<file path="config.mk">
export PLATFORM = sky130hd
export DESIGN_NAME = speech_gate_and_tone_chain
export DESIGN_NICKNAME = d
export VERILOG_FILES = /design/src/rtl/sgtc_pkg.sv /design/src/rtl/sgtc_mul.sv /design/src/rtl/sgtc_useq.sv /design/src/rtl/sgtc_dp.sv /design/src/rtl/speech_gate_and_tone_chain.sv
export SDC_FILE = /design/constraint.sdc
export NUM_CORES = 2
export LEC_CHECK = 0
export BUFFER_PORTS_ARGS = -buffer_cell sky130_fd_sc_hd__clkbuf_2
export CORE_UTILIZATION = 40
export DETAILED_ROUTE_END_ITERATION = 10
export HOLD_SLACK_MARGIN = 0.08
export PLACE_DENSITY = 0.63
export REMOVE_ABC_BUFFERS = 1
export SYNTH_ARGS = -nofsm -noshare
export SYNTH_HDL_FRONTEND = slang
export SYNTH_SLANG_ARGS = --single-unit
</file>
<file path="constraint.sdc">
create_clock -name clk -period 28.2 [get_ports clk]
set_input_delay 5.64 -clock clk [delete_from_list [all_inputs] [get_ports clk]]
set_output_delay 5.64 -clock clk [all_outputs]
set_load 0.02 [all_outputs]
</file>
<file path="src/rtl/sgtc_pkg.sv">
// shared types and constants for the speech gate and tone chain
package sgtc_pkg;

  // configuration register indexes
  localparam logic [2:0] REG_GATE_ENABLE = 3'd0;
  localparam logic [2:0] REG_TREBLE_LEVEL = 3'd1;
  localparam logic [2:0] REG_BASS_LEVEL = 3'd2;
  localparam logic [2:0] REG_GATE_OPEN = 3'd3;
  localparam logic [2:0] REG_GATE_CLOSE = 3'd4;

  // register reset values
  localparam logic [14:0] GATE_OPEN_RST = 15'd2000;
  localparam logic [14:0] GATE_CLOSE_RST = 15'd800;

  // shared multiplier operand widths
  localparam int unsigned MUL_A_W = 33;
  localparam int unsigned MUL_B_W = 18;
  localparam int unsigned MUL_P_W = MUL_A_W + MUL_B_W;

  // sequencer step counter width
  localparam int unsigned STEP_W = 5;

  // operand a select
  typedef enum logic [3:0] {
    A_M,
    A_MAG,
    A_G,
    A_X,
    A_XS,
    A_XH0,
    A_XH1,
    A_YH0,
    A_YH1
  } a_sel_t;

  // operand b select
  typedef enum logic [3:0] {
    B_KM,
    B_KMAG,
    B_KG,
    B_GAIN,
    B_C0,
    B_C1,
    B_C2,
    B_C3,
    B_C4
  } b_sel_t;

  // datapath action on the previous step's product
  typedef enum logic [3:0] {
    ACT_NONE,
    ACT_LOAD_SH16,
    ACT_ADD,
    ACT_GATE_UPD,
    ACT_GATE_DEC,
    ACT_X_GATE,
    ACT_LOAD_RES,
    ACT_SUB,
    ACT_FILT_DONE
  } act_t;

  // sequencing of the step counter
  typedef enum logic [1:0] {
    JMP_NEXT,
    JMP_NOGATE,
    JMP_END
  } jmp_t;

  // one control word
  typedef struct packed {
    a_sel_t              a_sel;
    b_sel_t              b_sel;
    act_t                act;
    logic                filt;    // 0 bass, 1 treble
    jmp_t                jmp;
    logic [STEP_W-1:0]   target;
  } ctrl_t;

  // sequencer status toward the rest of the block
  typedef struct packed {
    logic busy;
    logic exec;
    logic fin;
  } seq_stat_t;

  // configuration register set
  typedef struct packed {
    logic        gate_en;
    logic [3:0]  treb_lvl;
    logic [3:0]  bass_lvl;
    logic [14:0] open_lvl;
    logic [14:0] close_lvl;
  } cfg_t;

  // per-filter history
  typedef struct packed {
    logic signed [15:0] xh0;
    logic signed [15:0] xh1;
    logic signed [15:0] yh0;
    logic signed [15:0] yh1;
    logic [13:0]        res;
  } hist_t;

endpackage

</file>
<file path="src/rtl/sgtc_mul.sv">
// shared signed multiplier with registered product
module sgtc_mul import sgtc_pkg::*; (
  input  logic                        clk,
  input  logic                        en,
  input  logic signed [MUL_A_W-1:0]   a,
  input  logic signed [MUL_B_W-1:0]   b,
  output logic signed [MUL_P_W-1:0]   p
);

  logic signed [MUL_P_W-1:0] p_r;

  always_ff @(posedge clk) begin
    if (en) begin
      p_r <= MUL_P_W'(a) * MUL_P_W'(b);
    end
  end

  assign p = p_r;

endmodule

</file>
<file path="src/rtl/sgtc_useq.sv">
// microcode sequencer: step counter, control store and jumps
module sgtc_useq import sgtc_pkg::*; (
  input  logic      clk,
  input  logic      rst_n,
  input  logic      start,
  input  logic      gate_en,
  input  logic      out_blocked,
  output ctrl_t     ctrl,
  output seq_stat_t stat
);

  localparam logic [STEP_W-1:0] STEP_BASS = 5'd6;

  function automatic ctrl_t ucode(input logic [STEP_W-1:0] pc);
    ctrl_t w;
    case (pc)
      // gate: smoothed magnitude, gain ramp, decision, scaling
      5'd0:  w = '{A_M,   B_KM,   ACT_NONE,      1'b0, JMP_NOGATE, STEP_BASS};
      5'd1:  w = '{A_MAG, B_KMAG, ACT_LOAD_SH16, 1'b0, JMP_NEXT,   5'd0};
      5'd2:  w = '{A_G,   B_KG,   ACT_ADD,       1'b0, JMP_NEXT,   5'd0};
      5'd3:  w = '{A_X,   B_KM,   ACT_GATE_UPD,  1'b0, JMP_NEXT,   5'd0};
      5'd4:  w = '{A_X,   B_GAIN, ACT_GATE_DEC,  1'b0, JMP_NEXT,   5'd0};
      5'd5:  w = '{A_X,   B_KM,   ACT_X_GATE,    1'b0, JMP_NEXT,   5'd0};
      // bass shelf
      5'd6:  w = '{A_XS,  B_C0,   ACT_NONE,      1'b0, JMP_NEXT,   5'd0};
      5'd7:  w = '{A_XH0, B_C1,   ACT_LOAD_RES,  1'b0, JMP_NEXT,   5'd0};
      5'd8:  w = '{A_XH1, B_C2,   ACT_ADD,       1'b0, JMP_NEXT,   5'd0};
      5'd9:  w = '{A_YH0, B_C3,   ACT_ADD,       1'b0, JMP_NEXT,   5'd0};
      5'd10: w = '{A_YH1, B_C4,   ACT_SUB,       1'b0, JMP_NEXT,   5'd0};
      5'd11: w = '{A_X,   B_KM,   ACT_FILT_DONE, 1'b0, JMP_NEXT,   5'd0};
      // treble shelf
      5'd12: w = '{A_XS,  B_C0,   ACT_NONE,      1'b1, JMP_NEXT,   5'd0};
      5'd13: w = '{A_XH0, B_C1,   ACT_LOAD_RES,  1'b1, JMP_NEXT,   5'd0};
      5'd14: w = '{A_XH1, B_C2,   ACT_ADD,       1'b1, JMP_NEXT,   5'd0};
      5'd15: w = '{A_YH0, B_C3,   ACT_ADD,       1'b1, JMP_NEXT,   5'd0};
      5'd16: w = '{A_YH1, B_C4,   ACT_SUB,       1'b1, JMP_NEXT,   5'd0};
      5'd17: w = '{A_X,   B_KM,   ACT_FILT_DONE, 1'b1, JMP_END,    5'd0};
      default: w = '{A_M, B_KM,   ACT_NONE,      1'b0, JMP_END,    5'd0};
    endcase
    return w;
  endfunction

  logic [STEP_W-1:0] pc_r;
  logic [STEP_W-1:0] pc_nxt;
  logic              busy_r;
  logic              busy_nxt;
  logic              stall;
  logic              exec;

  always_comb begin
    ctrl  = ucode(pc_r);
    // last step waits until the result register is free
    stall = (ctrl.jmp == JMP_END) && out_blocked;
    exec  = busy_r && !stall;
    pc_nxt   = pc_r;
    busy_nxt = busy_r;
    if (start) begin
      pc_nxt   = '0;
      busy_nxt = 1'b1;
    end else if (exec) begin
      case (ctrl.jmp)
        JMP_NEXT:   pc_nxt = pc_r + 1'b1;
        JMP_NOGATE: pc_nxt = gate_en ? pc_r + 1'b1 : ctrl.target;
        JMP_END: begin
          pc_nxt   = '0;
          busy_nxt = 1'b0;
        end
        default:    pc_nxt = pc_r + 1'b1;
      endcase
    end
  end

  always_ff @(posedge clk) begin
    if (!rst_n) begin
      pc_r   <= '0;
      busy_r <= 1'b0;
    end else begin
      pc_r   <= pc_nxt;
      busy_r <= busy_nxt;
    end
  end

  assign stat.busy = busy_r;
  assign stat.exec = exec;
  assign stat.fin  = exec && (ctrl.jmp == JMP_END);

endmodule

</file>
<file path="src/rtl/sgtc_dp.sv">
// datapath: gate and shelf state, operand select, accumulator
module sgtc_dp import sgtc_pkg::*; (
  input  logic                       clk,
  input  logic                       rst_n,
  input  logic                       load,
  input  logic signed [15:0]         x_in,
  input  logic                       exec,
  input  ctrl_t                      ctrl,
  input  cfg_t                       cfg,
  input  logic signed [MUL_P_W-1:0]  prod,
  output logic signed [MUL_A_W-1:0]  mul_a,
  output logic signed [MUL_B_W-1:0]  mul_b,
  output logic signed [15:0]         y_out
);

  localparam logic [MUL_B_W-1:0] K_M_DECAY    = 18'd58982;
  localparam logic [MUL_B_W-1:0] K_M_ATTACK   = 18'd6554;
  localparam logic [MUL_B_W-1:0] K_G_OPEN     = 18'd62259;
  localparam logic [MUL_B_W-1:0] K_G_CLOSED   = 18'd64881;
  localparam logic [17:0]        G_STEP       = 18'd3277;
  localparam logic [17:0]        G_UNITY      = 18'd65536;
  localparam logic signed [39:0] ACC_HI       = 40'sd268435455;
  localparam logic signed [39:0] ACC_LO       = -40'sd268435456;

  // b0, b1, b2, a1, a2 per level
  localparam logic signed [17:0] BASS_COEF [0:10][0:4] = '{
    '{18'sd12775, -18'sd17118, 18'sd6504, -18'sd14782, 18'sd5232},
    '{18'sd13435, -18'sd17518, 18'sd6584, -18'sd15628, 18'sd5526},
    '{18'sd14123, -18'sd17884, 18'sd6650, -18'sd16446, 18'sd5827},
    '{18'sd14842, -18'sd18210, 18'sd6702, -18'sd17235, 18'sd6135},
    '{18'sd15594, -18'sd18492, 18'sd6739, -18'sd17995, 18'sd6448},
    '{18'sd16383, -18'sd18725, 18'sd6763, -18'sd18725, 18'sd6763},
    '{18'sd17212, -18'sd18905, 18'sd6774, -18'sd19427, 18'sd7080},
    '{18'sd18084, -18'sd19025, 18'sd6772, -18'sd20101, 18'sd7398},
    '{18'sd19005, -18'sd19078, 18'sd6760, -18'sd20746, 18'sd7714},
    '{18'sd19979, -18'sd19058, 18'sd6739, -18'sd21363, 18'sd8029},
    '{18'sd21010, -18'sd18957, 18'sd6710, -18'sd21953, 18'sd8341}
  };
  localparam logic signed [17:0] TREB_COEF [0:10][0:4] = '{
    '{18'sd6958,  -18'sd4956,  18'sd1828,  -18'sd19812, 18'sd7260},
    '{18'sd8253,  -18'sd6351,  18'sd2297,  -18'sd19127, 18'sd6942},
    '{18'sd9793,  -18'sd8081,  18'sd2885,  -18'sd18412, 18'sd6626},
    '{18'sd11623, -18'sd10221, 18'sd3623,  -18'sd17669, 18'sd6312},
    '{18'sd13799, -18'sd12857, 18'sd4546,  -18'sd16896, 18'sd6001},
    '{18'sd16383, -18'sd16095, 18'sd5696,  -18'sd16095, 18'sd5696},
    '{18'sd19451, -18'sd20061, 18'sd7125,  -18'sd15265, 18'sd5397},
    '{18'sd23092, -18'sd24904, 18'sd8896,  -18'sd14406, 18'sd5107},
    '{18'sd27408, -18'sd30803, 18'sd11085, -18'sd13520, 18'sd4827},
    '{18'sd32521, -18'sd37967, 18'sd13781, -18'sd12607, 18'sd4559},
    '{18'sd38573, -18'sd46647, 18'sd17093, -18'sd11668, 18'sd4304}
  };

  function automatic logic signed [MUL_A_W-1:0] sx16(input logic signed [15:0] v);
    return {{(MUL_A_W-16){v[15]}}, v};
  endfunction

  logic signed [15:0]        x_r;
  logic signed [39:0]        acc_r;
  logic [31:0]               m_r;
  logic [16:0]               g_r;
  logic                      open_r;
  hist_t                     bass_r;
  hist_t                     treb_r;

  hist_t                     cur;
  hist_t                     hist_new;
  logic [3:0]                lvl;
  logic [4:0]                lsum;
  logic [3:0]                idx;
  logic [2:0]                k;
  logic signed [17:0]        coef;
  logic signed [15:0]        xs;
  logic [16:0]               mag;
  logic signed [39:0]        prod40;
  logic signed [34:0]        psh;
  logic signed [39:0]        fsum;
  logic signed [39:0]        fsat;
  logic signed [14:0]        y;
  logic [31:0]               m_sat;
  logic [16:0]               gq;
  logic [17:0]               gsum;
  logic [16:0]               g_up;
  logic signed [MUL_P_W-1:0] xr;

  always_comb begin
    cur = ctrl.filt ? treb_r : bass_r;

    // clamp the shelf level to the table range
    lvl  = ctrl.filt ? cfg.treb_lvl : cfg.bass_lvl;
    lsum = {lvl[3], lvl} + 5'd5;
    if ($signed(lvl) < -4'sd5) begin
      idx = 4'd0;
    end else if ($signed(lvl) > 4'sd5) begin
      idx = 4'd10;
    end else begin
      idx = lsum[3:0];
    end

    case (ctrl.b_sel)
      B_C0:    k = 3'd0;
      B_C1:    k = 3'd1;
      B_C2:    k = 3'd2;
      B_C3:    k = 3'd3;
      B_C4:    k = 3'd4;
      default: k = 3'd0;
    endcase
    coef = ctrl.filt ? TREB_COEF[idx][k] : BASS_COEF[idx][k];

    xs  = x_r >>> 1;
    mag = x_r[15] ? 17'(-{x_r[15], x_r}) : {1'b0, x_r};

    case (ctrl.a_sel)
      A_M:     mul_a = {1'b0, m_r};
      A_MAG:   mul_a = {16'd0, mag};
      A_G:     mul_a = {16'd0, g_r};
      A_X:     mul_a = sx16(x_r);
      A_XS:    mul_a = sx16(xs);
      A_XH0:   mul_a = sx16(cur.xh0);
      A_XH1:   mul_a = sx16(cur.xh1);
      A_YH0:   mul_a = sx16(cur.yh0);
      A_YH1:   mul_a = sx16(cur.yh1);
      default: mul_a = '0;
    endcase

    case (ctrl.b_sel)
      B_KM:    mul_b = K_M_DECAY;
      B_KMAG:  mul_b = K_M_ATTACK;
      B_KG:    mul_b = open_r ? K_G_OPEN : K_G_CLOSED;
      B_GAIN:  mul_b = {1'b0, g_r};
      default: mul_b = coef;
    endcase

    prod40 = prod[39:0];
    psh    = prod[MUL_P_W-1:16];

    // gate: saturated magnitude and ramped gain
    m_sat = (|acc_r[39:32]) ? 32'hFFFF_FFFF : acc_r[31:0];
    gq    = prod[32:16];
    gsum  = {1'b0, gq} + G_STEP;
    g_up  = (gsum > G_UNITY) ? G_UNITY[16:0] : gsum[16:0];

    // scaled sample truncated toward zero
    xr = prod[MUL_P_W-1] ? prod + MUL_P_W'(65535) : prod;

    // shelf result: saturate, keep the dropped fraction
    fsum = acc_r - prod40;
    if (fsum > ACC_HI) begin
      fsat = ACC_HI;
    end else if (fsum < ACC_LO) begin
      fsat = ACC_LO;
    end else begin
      fsat = fsum;
    end
    y = fsat[28:14];

    hist_new.xh1 = cur.xh0;
    hist_new.xh0 = xs;
    hist_new.yh1 = cur.yh0;
    hist_new.yh0 = {y[14], y};
    hist_new.res = fsat[13:0];
  end

  assign y_out = {y, 1'b0};

  // sample and accumulator
  always_ff @(posedge clk) begin
    if (load) begin
      x_r <= x_in;
    end else if (exec) begin
      case (ctrl.act)
        ACT_X_GATE:    x_r <= xr[31:16];
        ACT_FILT_DONE: x_r <= {y, 1'b0};
        default:       x_r <= x_r;
      endcase
    end
    if (exec) begin
      case (ctrl.act)
        ACT_LOAD_SH16: acc_r <= {{5{psh[34]}}, psh};
        ACT_ADD:       acc_r <= acc_r + prod40;
        ACT_SUB:       acc_r <= acc_r - prod40;
        ACT_LOAD_RES:  acc_r <= prod40 + $signed({26'd0, cur.res});
        default:       acc_r <= acc_r;
      endcase
    end
  end

  // gate and filter state
  always_ff @(posedge clk) begin
    if (!rst_n) begin
      m_r    <= '0;
      g_r    <= '0;
      open_r <= 1'b0;
      bass_r <= '0;
      treb_r <= '0;
    end else if (exec) begin
      case (ctrl.act)
        ACT_GATE_UPD: begin
          m_r <= m_sat;
          g_r <= open_r ? g_up : gq;
        end
        ACT_GATE_DEC: begin
          if (open_r) begin
            if (m_r < {1'b0, cfg.close_lvl, 16'd0}) begin
              open_r <= 1'b0;
            end
          end else if (m_r > {1'b0, cfg.open_lvl, 16'd0}) begin
            open_r <= 1'b1;
          end
        end
        ACT_FILT_DONE: begin
          if (ctrl.filt) begin
            treb_r <= hist_new;
          end else begin
            bass_r <= hist_new;
          end
        end
        default: begin
        end
      endcase
    end
  end

endmodule

</file>
<file path="src/rtl/speech_gate_and_tone_chain.sv">
// top level of the speech gate and tone chain
//
// one signed 16-bit sample enters on the in_ stream, one processed sample
// leaves on the out_ stream for every input transaction
// processing: optional noise gate (smoothed magnitude with hysteresis and a
// ramped gain), then a bass shelf and a treble shelf biquad with error feedback
// a microcoded sequencer steps a single shared multiplier through the work,
// one product per cycle except while the final step stalls on the output
// register; with the gate enabled the program runs the gate steps, then the
// bass and treble shelves; with the gate bypassed it skips to the bass shelf
// a new sample is accepted only once the previous one has been processed;
// in_tready is high whenever the sequencer is idle
// the result sits in an output register; a stalled receiver holds only the
// final step of the next sample until that register is taken
// reset (rst_n low, synchronous) clears the gate and filter history, restores
// register defaults and drops any pending transaction
// cfg_ writes are taken at any clock edge, meant while the block is idle
module speech_gate_and_tone_chain import sgtc_pkg::*; (
  input  logic        clk,
  input  logic        rst_n,
  // input stream
  input  logic        in_tvalid,
  output logic        in_tready,
  input  logic [15:0] in_tdata,    // [15:0] sample_in
  // result stream
  output logic        out_tvalid,
  input  logic        out_tready,
  output logic [15:0] out_tdata,   // [15:0] sample_out
  // configuration writes
  input  logic        cfg_we,
  input  logic [2:0]  cfg_addr,
  input  logic [14:0] cfg_wdata
);

  cfg_t                      cfg_r;
  ctrl_t                     ctrl;
  seq_stat_t                 stat;
  logic                      start;
  logic                      out_valid_r;
  logic [15:0]               out_data_r;
  logic signed [MUL_A_W-1:0] mul_a;
  logic signed [MUL_B_W-1:0] mul_b;
  logic signed [MUL_P_W-1:0] prod;
  logic signed [15:0]        y_out;

  assign in_tready = !stat.busy;
  assign start     = in_tvalid && in_tready;

  // configuration registers
  always_ff @(posedge clk) begin
    if (!rst_n) begin
      cfg_r.gate_en   <= 1'b0;
      cfg_r.treb_lvl  <= 4'd0;
      cfg_r.bass_lvl  <= 4'd0;
      cfg_r.open_lvl  <= GATE_OPEN_RST;
      cfg_r.close_lvl <= GATE_CLOSE_RST;
    end else if (cfg_we) begin
      case (cfg_addr)
        REG_GATE_ENABLE:  cfg_r.gate_en   <= cfg_wdata[0];
        REG_TREBLE_LEVEL: cfg_r.treb_lvl  <= cfg_wdata[3:0];
        REG_BASS_LEVEL:   cfg_r.bass_lvl  <= cfg_wdata[3:0];
        REG_GATE_OPEN:    cfg_r.open_lvl  <= cfg_wdata;
        REG_GATE_CLOSE:   cfg_r.close_lvl <= cfg_wdata;
        default: begin
        end
      endcase
    end
  end

  sgtc_useq u_useq (
    .clk         (clk),
    .rst_n       (rst_n),
    .start       (start),
    .gate_en     (cfg_r.gate_en),
    .out_blocked (out_valid_r && !out_tready),
    .ctrl        (ctrl),
    .stat        (stat)
  );

  sgtc_mul u_mul (
    .clk (clk),
    .en  (stat.exec),
    .a   (mul_a),
    .b   (mul_b),
    .p   (prod)
  );

  sgtc_dp u_dp (
    .clk   (clk),
    .rst_n (rst_n),
    .load  (start),
    .x_in  (in_tdata),
    .exec  (stat.exec),
    .ctrl  (ctrl),
    .cfg   (cfg_r),
    .prod  (prod),
    .mul_a (mul_a),
    .mul_b (mul_b),
    .y_out (y_out)
  );

  // output register, loaded on the last step of the program
  always_ff @(posedge clk) begin
    if (!rst_n) begin
      out_valid_r <= 1'b0;
    end else if (stat.fin) begin
      out_valid_r <= 1'b1;
    end else if (out_tready) begin
      out_valid_r <= 1'b0;
    end
  end

  always_ff @(posedge clk) begin
    if (stat.fin) begin
      out_data_r <= y_out;
    end
  end

  assign out_tvalid = out_valid_r;
  assign out_tdata  = out_data_r;

endmodule
</file>
Yosys cells after proc, flatten, opt, wreduce, memory -nomap -nowiden
Memory sizes are Yosys's and may differ from the RTL's. A register that Yosys moved wholly into a read port is not among the register bits.
Cells that the tools add are included.
Operators by class
  bitwise operators: 4
  reduce and logical (&&, ||, !) cells: 30
  multiply operators: 1
  equality and inequality tests: 29
  mux-type cells: 42
  add/subtract/negate cells: 8
  magnitude comparators: 9
Operator list (number)
  $mux 90: 4
  $pmux 33 s9: 1
  $pmux 40 s4: 1
  $bmux 18 s3: 2
  $mux 18: 5
  $mux 78: 1
  $pmux 18 s4: 1
  $mux 32: 2
  $mux 29: 2
  $mul 33x18->51: 1
  $mux 17: 3
  $eq 4x3->1 const B: 11
  $add 40x15->40: 1
  $add 40x40->40: 1
  $gt 40x29->1 const B: 1
  $lt 40x29->1 const B: 1
  $sub 40x40->40: 1
  $add 32x17->32 const B: 1
  $gt 32x31->1: 1
  $lt 32x31->1: 1
  $mux 16: 2
  $pmux 16 s2: 1
  $eq 4x2->1 const B: 6
  $reduce_and 2->1: 10
  other kinds (35): 62
Word-level totals
  input port bits: 39
  flip-flop bits (word level): 370
  memories: 3
  output and inout bits: 18
  bits in read-only memories: 3424
  logic and storage cells: 151
Memories
  (name not given): words 16, width 90, read ports 1, clocked after Yosys merged registers in 0, write ports 0, line sgtc_dp.sv:107  | coef = ctrl.filt ? TREB_COEF[idx][k] : BASS_COEF[idx][k];
  (name not given): words 16, width 90, read ports 1, clocked after Yosys merged registers in 0, write ports 0, line sgtc_dp.sv:107
  (name not given): words 32, width 17, read ports 1, clocked after Yosys merged registers in 1, write ports 0, line sgtc_useq.sv:16  | case (pc)

Longest topological paths before layout
  depth after elaboration: 14
  depth in mapped cells: 46
  gate-level depth less buffers: 41

Hierarchy
From an unflattened synthesis, not the netlist that was laid out.
Unflattened totals
  cell total of the unflattened synthesis: 5493
  area total of the unflattened synthesis: 46806.1 µm²
Modules (own cells, without submodules)
  sgtc_mul: times used 1, seq. area each 1531.5 µm², area each 21886.0 µm², cells each 2360
  sgtc_dp: times used 1, seq. area each 5645.4 µm², area each 21615.7 µm², cells each 2818
  speech_gate_and_tone_chain: times used 1, seq. area each 1281.2 µm², area each 2080.7 µm², cells each 176
  sgtc_useq: times used 1, seq. area each 380.4 µm², area each 1223.7 µm², cells each 139

Least setup slack after synthesis
OpenSTA, ideal clock, no wires.
  path type: register -> register
  start: register, netlist name u_useq.ctrl[7]
  end: register u_mul.p_r[49] (netlist: u_mul.p[49]) (data pin)
  data required time: 28.065 ns
  arrival: 9.839 ns
  buffers on the path: 6
  slack: 18.226 ns
  clock period less this slack: 9.974 ns
  library setup time: 0.135 ns
  cell stages (with the launch flop): 42
  cells stage by stage: dfxtp_1 > buf_6 > buf_2 > mux2i_1 > inv_1 > ha_1 > clkbuf_1 > or3_4 > nand2_1 > nor2_4 > inv_2 > ha_1 > clkbuf_1 > nand2b_1 > clkbuf_1 > a311oi_1 > a211oi_1 > and4b_1 > [... 6 more ...] > inv_1 > fa_1 > fa_1 > inv_1 > fa_1 > inv_1 > ha_1 > a21o_1 > a21o_1 > a21o_1 > a221oi_1 > nand3_1 > a211o_1 > a41o_1 > a41oi_2 > o21ai_1 > or4_1 > nand3_1
Between the ends
  longest elaborated chain between the ends: 14
  elaborated cells between the ends (all ways): 24
  classes of those cells: add/sub: 1; mul: 1; order compare: 2; mux: 17; bitwise: 1; memory: 2
Ends and longest elaborated chain
  $mux 4: line sgtc_dp.sv:89  | lvl = ctrl.filt ? cfg.treb_lvl : cfg.bass_lvl;
  $add 4x4->4 or $gt 4x4->1 (tied branches): line sgtc_dp.sv:90, sgtc_dp.sv:93
  $mux 4: line sgtc_dp.sv:93  | end else if ($signed(lvl) > 4'sd5) begin
  $mux 4: line sgtc_dp.sv:91  | if ($signed(lvl) < -4'sd5) begin
  $not 4->5 (not written as such): line sgtc_dp.sv:107
  $mem_v2 16x90
  $mux 90 (not written as such) (2 in a row): line sgtc_dp.sv:107
  $bmux 18 s3: line sgtc_dp.sv:107
  $mux 18 (not written as such) (2 in a row): line sgtc_dp.sv:107
  $mux 18: line sgtc_dp.sv:107
  $pmux 18 s4: line sgtc_dp.sv:125  | case (ctrl.b_sel)
  $mul 33x18->51 (*): line sgtc_mul.sv:14  | p_r <= MUL_P_W'(a) * MUL_P_W'(b);
  to (signal assigned): line sgtc_mul.sv:14
  to (decl): line sgtc_mul.sv:10  | logic signed [MUL_P_W-1:0] p_r;
Every way passes the cells marked *; elsewhere a longest branch is shown, timed or not. The select of a mux whose other input is x is not followed.
A chain may end at the register's enable or synchronous reset.

Final worst setup path
  start: register, netlist name u_useq.ctrl[7]
  end: register u_mul.p_r[44] (netlist: u_mul.p[44]) (data pin)
Between the ends
  longest elaborated chain between the ends: 14
  elaborated cells between the ends (all ways): 24
  classes of those cells: add/sub: 1; mul: 1; order compare: 2; mux: 17; bitwise: 1; memory: 2
Ends and longest elaborated chain (line)
  $mux 4: sgtc_dp.sv:89
  $add 4x4->4 or $gt 4x4->1 (tied branches): sgtc_dp.sv:90, sgtc_dp.sv:93
  $mux 4: sgtc_dp.sv:93
  $mux 4: sgtc_dp.sv:91
  $not 4->5 (not written as such): sgtc_dp.sv:107
  $mem_v2 16x90
  $mux 90 (not written as such) (2 in a row): sgtc_dp.sv:107
  $bmux 18 s3: sgtc_dp.sv:107
  $mux 18 (not written as such) (2 in a row): sgtc_dp.sv:107
  $mux 18: sgtc_dp.sv:107
  $pmux 18 s4: sgtc_dp.sv:125
  $mul 33x18->51 (*): sgtc_mul.sv:14
Marks and branches as above.

==> flow_summary.yaml <==
floorplan:
  pin_count: 57
  core-area_sq_um: 112500
  dieArea_sq_um: 114800
  start_util_pct: 40.33
  fp-row-count: 123
  die_w_um: 338.8
  dieHeight_um: 338.8
setup_path:
  crit_family: "adder cells"
  arrival_ns: 12.45
  cpMaxStageDelayCell: "dfxtp_4"
  worstPathRequired_ns: 28.52
  crit_path_max_fanout: 59
  start_kind: "flop"
  end_kind: "flop"
  worstSetupPathType: "reg -> reg"
  cp_slowest_stage_delay_ns: 0.84
  critical_path_buf_inv_count: 8
global_route:
  grt_max_degree: 94
  grt_pass1_vias: 39460
  overflow: 0
  grtUsageTotal_pct: 27.22
  grt_pass1_wl_um: 241600
  antenna_found_initial: 1
clock_tree:
  numCtsBuffers: 43
  clockBufferDepth: 3
  clkLatencyLatePin_ns: 0.61
  cts_max_level: 2
  cts-root-buf: "clkbuf_16"
  cts_hold_buf: 0
  postCtsResizedCells: 0
  cts_tree: "yes"
  clk_pin_slew_ns: 0.06
  cts_sinks: 379
  cts_setup_buffers: 0
min_path:
  hold_path.class: "reg -> reg"
detailed_routing:
  wl_per_cell_um: 23.02
  dr_total_vias: 39970
  drc: 0
  drtPass1Iterations: 8
  drt_wl_total_um: 157800
  viasPerCell: 5.832
  ant_nets: 0
  drt_iter0_drc: 4268
yosys:
  synth-adder-area-share_pct: 32.23
  synth_area_sq_um: 45370
  ys_seq_area_share_pct: 19.41
  ys.flop_type: "dfxtp_1"
  synth_top_family_by_area: "adder cells"
  yosys_register_bits: 379
  synth_cell_types: 109
  synth_compound_area_share_pct: 17.33
  muxShareOfSynthArea_pct: 2.093
  synth_top_area_share_pct: 25.19
  synth_edf_count: 122
  avgSynthCellArea_sq_um: 8.321
  ys_async_sr_fraction_pct: 0
  synth-xor-area-share_pct: 2.973
  ys_top_cells_by_area: "fa_1 (25%), dfxtp_1 (11%), edfxtp_1 (8.1%)"
  synthCells: 5453
  ys_warn_count: 0
  synth_simple_gate_area_share_pct: 16.34
  synth_top_area_cell: "fa_1"
timing:
  tightest_slew_ns: 1.104
  rsz0062_at_grt: "no"
  fin_crit_sh_pct: 43.01
  finClkSkew_ns: 0.04033
  maxSlewViolCount: 0
  setup_viol: 0
  tns_ns: 0
  setup_ws_ns: 16.07
  clock.fmax_mhz: 82.46
  hold_violations: 0
  period_needed_ns: 12.13
  slew_headroom_pct: 26.40
finish:
  nNetsFinal: 6182
  drive_gt1_share_pct: 6.185
  area_growth_pct: 6.616
placement:
  dp_hpwl_um: 119700
  pre_cts_slack_ns: 16.29
  numPortBuffers: 55
  place_congestion: 1.002
run_status:
  status: "complete, no violations"
job:
  cap_viol_max_count: 0
power:
  p_leak_nw: 21.25
  vdd_ir_drop_max_mv: 0.04827
  powerDensity_nw_per_um2: 61.98
  power_mw: 2.998
kinds of logic (layout without fill, tap and decap cells):
group	Yosys count	after routing
DFF	379	379
buffers and inverters	1114	1013
adders and majority gates	826	826
muxes	93	93
AOI/OAI and AO/OA	1210	1210
and+or+nand+nor	1676	1676
xor gates and xnor gates	154	154
other	1	3
synthesized netlist by cell type (10+ instances only):
cell type  count
buf_2         62
fa_1         571
a21oi_1      406
xor2_1        51
ha_1         255
o21bai_1      16
a21o_1        95
a221o_1       19
xnor2_1      103
buf_1         12
nand3_1       80
a31oi_1       30
a211oi_1      34
a211o_1       12
or2_2         10
o22ai_1       35
o21a_1        21
edfxtp_1     122
nor2_1       375
inv_1        780
nor2b_1       50
o21ai_1       17
a311oi_1      11
o31ai_1       22
and2_1        97
nand2_1      814
and3_1        26
o221a_2       32
a221oi_1      18
o21ai_0      224
nand4_1       34
mux2i_1       86
nand2b_1      40
clkbuf_1     232
o211ai_1      53
or3_1         14
dfxtp_1      257
o221ai_1      21
nor3_1        71
a22oi_1       38
nor4_1        18
metrics by stage:
step | instances | area (sq um) | hold WS, ns | utilization, %
after global placement | 6772 | 46930 | 0.4409 | 41.72
after CTS | 6852 | 48370 | 0.4545 | 42.99
final | 6854 | 48370 | 0.4526 | 43.00
after floorplan | 5128 | 43970 | 0.4329 | -
after global routing | 6852 | 48370 | 0.4676 | 42.99
after detailed placement | 6772 | 46930 | 0.4463 | 41.72
worst reg2reg max path: cells and delay by family, from the launching register on:
kind / cells / cell delay (ns)
adders and majority gates: 9 / 4.23
xor gates and xnor gates: 1 / 0.15
and+or+nand+nor: 7 / 2.11
muxes: 1 / 0.61
buffers and inverters: 8 / 1.50
AOI/OAI and AO/OA: 11 / 2.40
DFF: 1 / 0.84
routing by layer:
| metal | vias up | share of wire (%) | global-route usage (%) | wire length [um] |
|---|---|---|---|---|
| met5 | - | 0.0076 | 0 | 12 |
| met4 | 2 | 4.3 | 10.29 | 6755 |
| met3 | 368 | 9.6 | 4.767 | 15120 |
| met2 | 2007 | 44 | 41.92 | 68650 |
| met1 | 19870 | 43 | 38.04 | 67210 |
| li1 | 17730 | - | - | - |
path summary, 6_finish.rpt:
path / from / to / slack, ns / cells past startpoint
worst min register to register: cfg_r[14] / cfg_r[14] / 0.45 / 2
worst max-delay path: u_useq.ctrl[7] / u_mul.p[44] / 16.07 / 37
worst min-delay path: cfg_r[14] / cfg_r[14] / 0.45 / 2
worst max register to register: u_useq.ctrl[7] / u_mul.p[44] / 16.07 / 37
power by group:
group	internal (mW)	switching, mW
Sequential	0.641	0.101
Combinational	0.575	1.10
Clock	0.326	0.251
placed cells by master (no fill, tap or decap), drive strengths merged, types with 32 or more instances in the layout:
master  count
o22ai      37
a22oi      38
mux2i      87
dfxtp     257
xor2       51
a21o       96
nor2b      50
nor3       71
nand2     816
o211ai     54
inv       790
a21oi     410
nor2      378
o21ai     245
a31oi      32
ha        255
clkbuf    116
a211oi     35
o221a      32
edfxtp    122
and2       97
nand4      34
nand2b     40
xnor2     103
nand3      80
buf        90
fa        571
layout make-up:
| class | instances | area (sq um) |
|---|---|---|
| antenna | 2 | 5.005 |
| sequential | 379 | 8812 |
| multi-input combinational | 3960 | 32330 |
| inverter | 789 | 2965 |
| clock buffer | 62 | 1304 |
| tap | 1500 | 1877 |
| clock inverter | 18 | 131.4 |
| fill | 11300 | 64130 |
| timing repair buffer | 144 | 945.9 |
sequential cells by signal, summed over array words and instances (netlist names):
register and flops:
cfg_r 39, u_useq.pc_r 5, u_dp.acc_r 40, u_dp.x_r 16, u_dp.m_r 32, out_tdata 15, u_dp.treb_r 74, u_useq.busy_r 1
u_mul.p 51, out_tvalid 1, u_useq.ctrl 13, u_dp.bass_r 74, u_dp.g_r 17, u_dp.open_r 1
No activity file was read; power rests on OpenSTA's default activity.
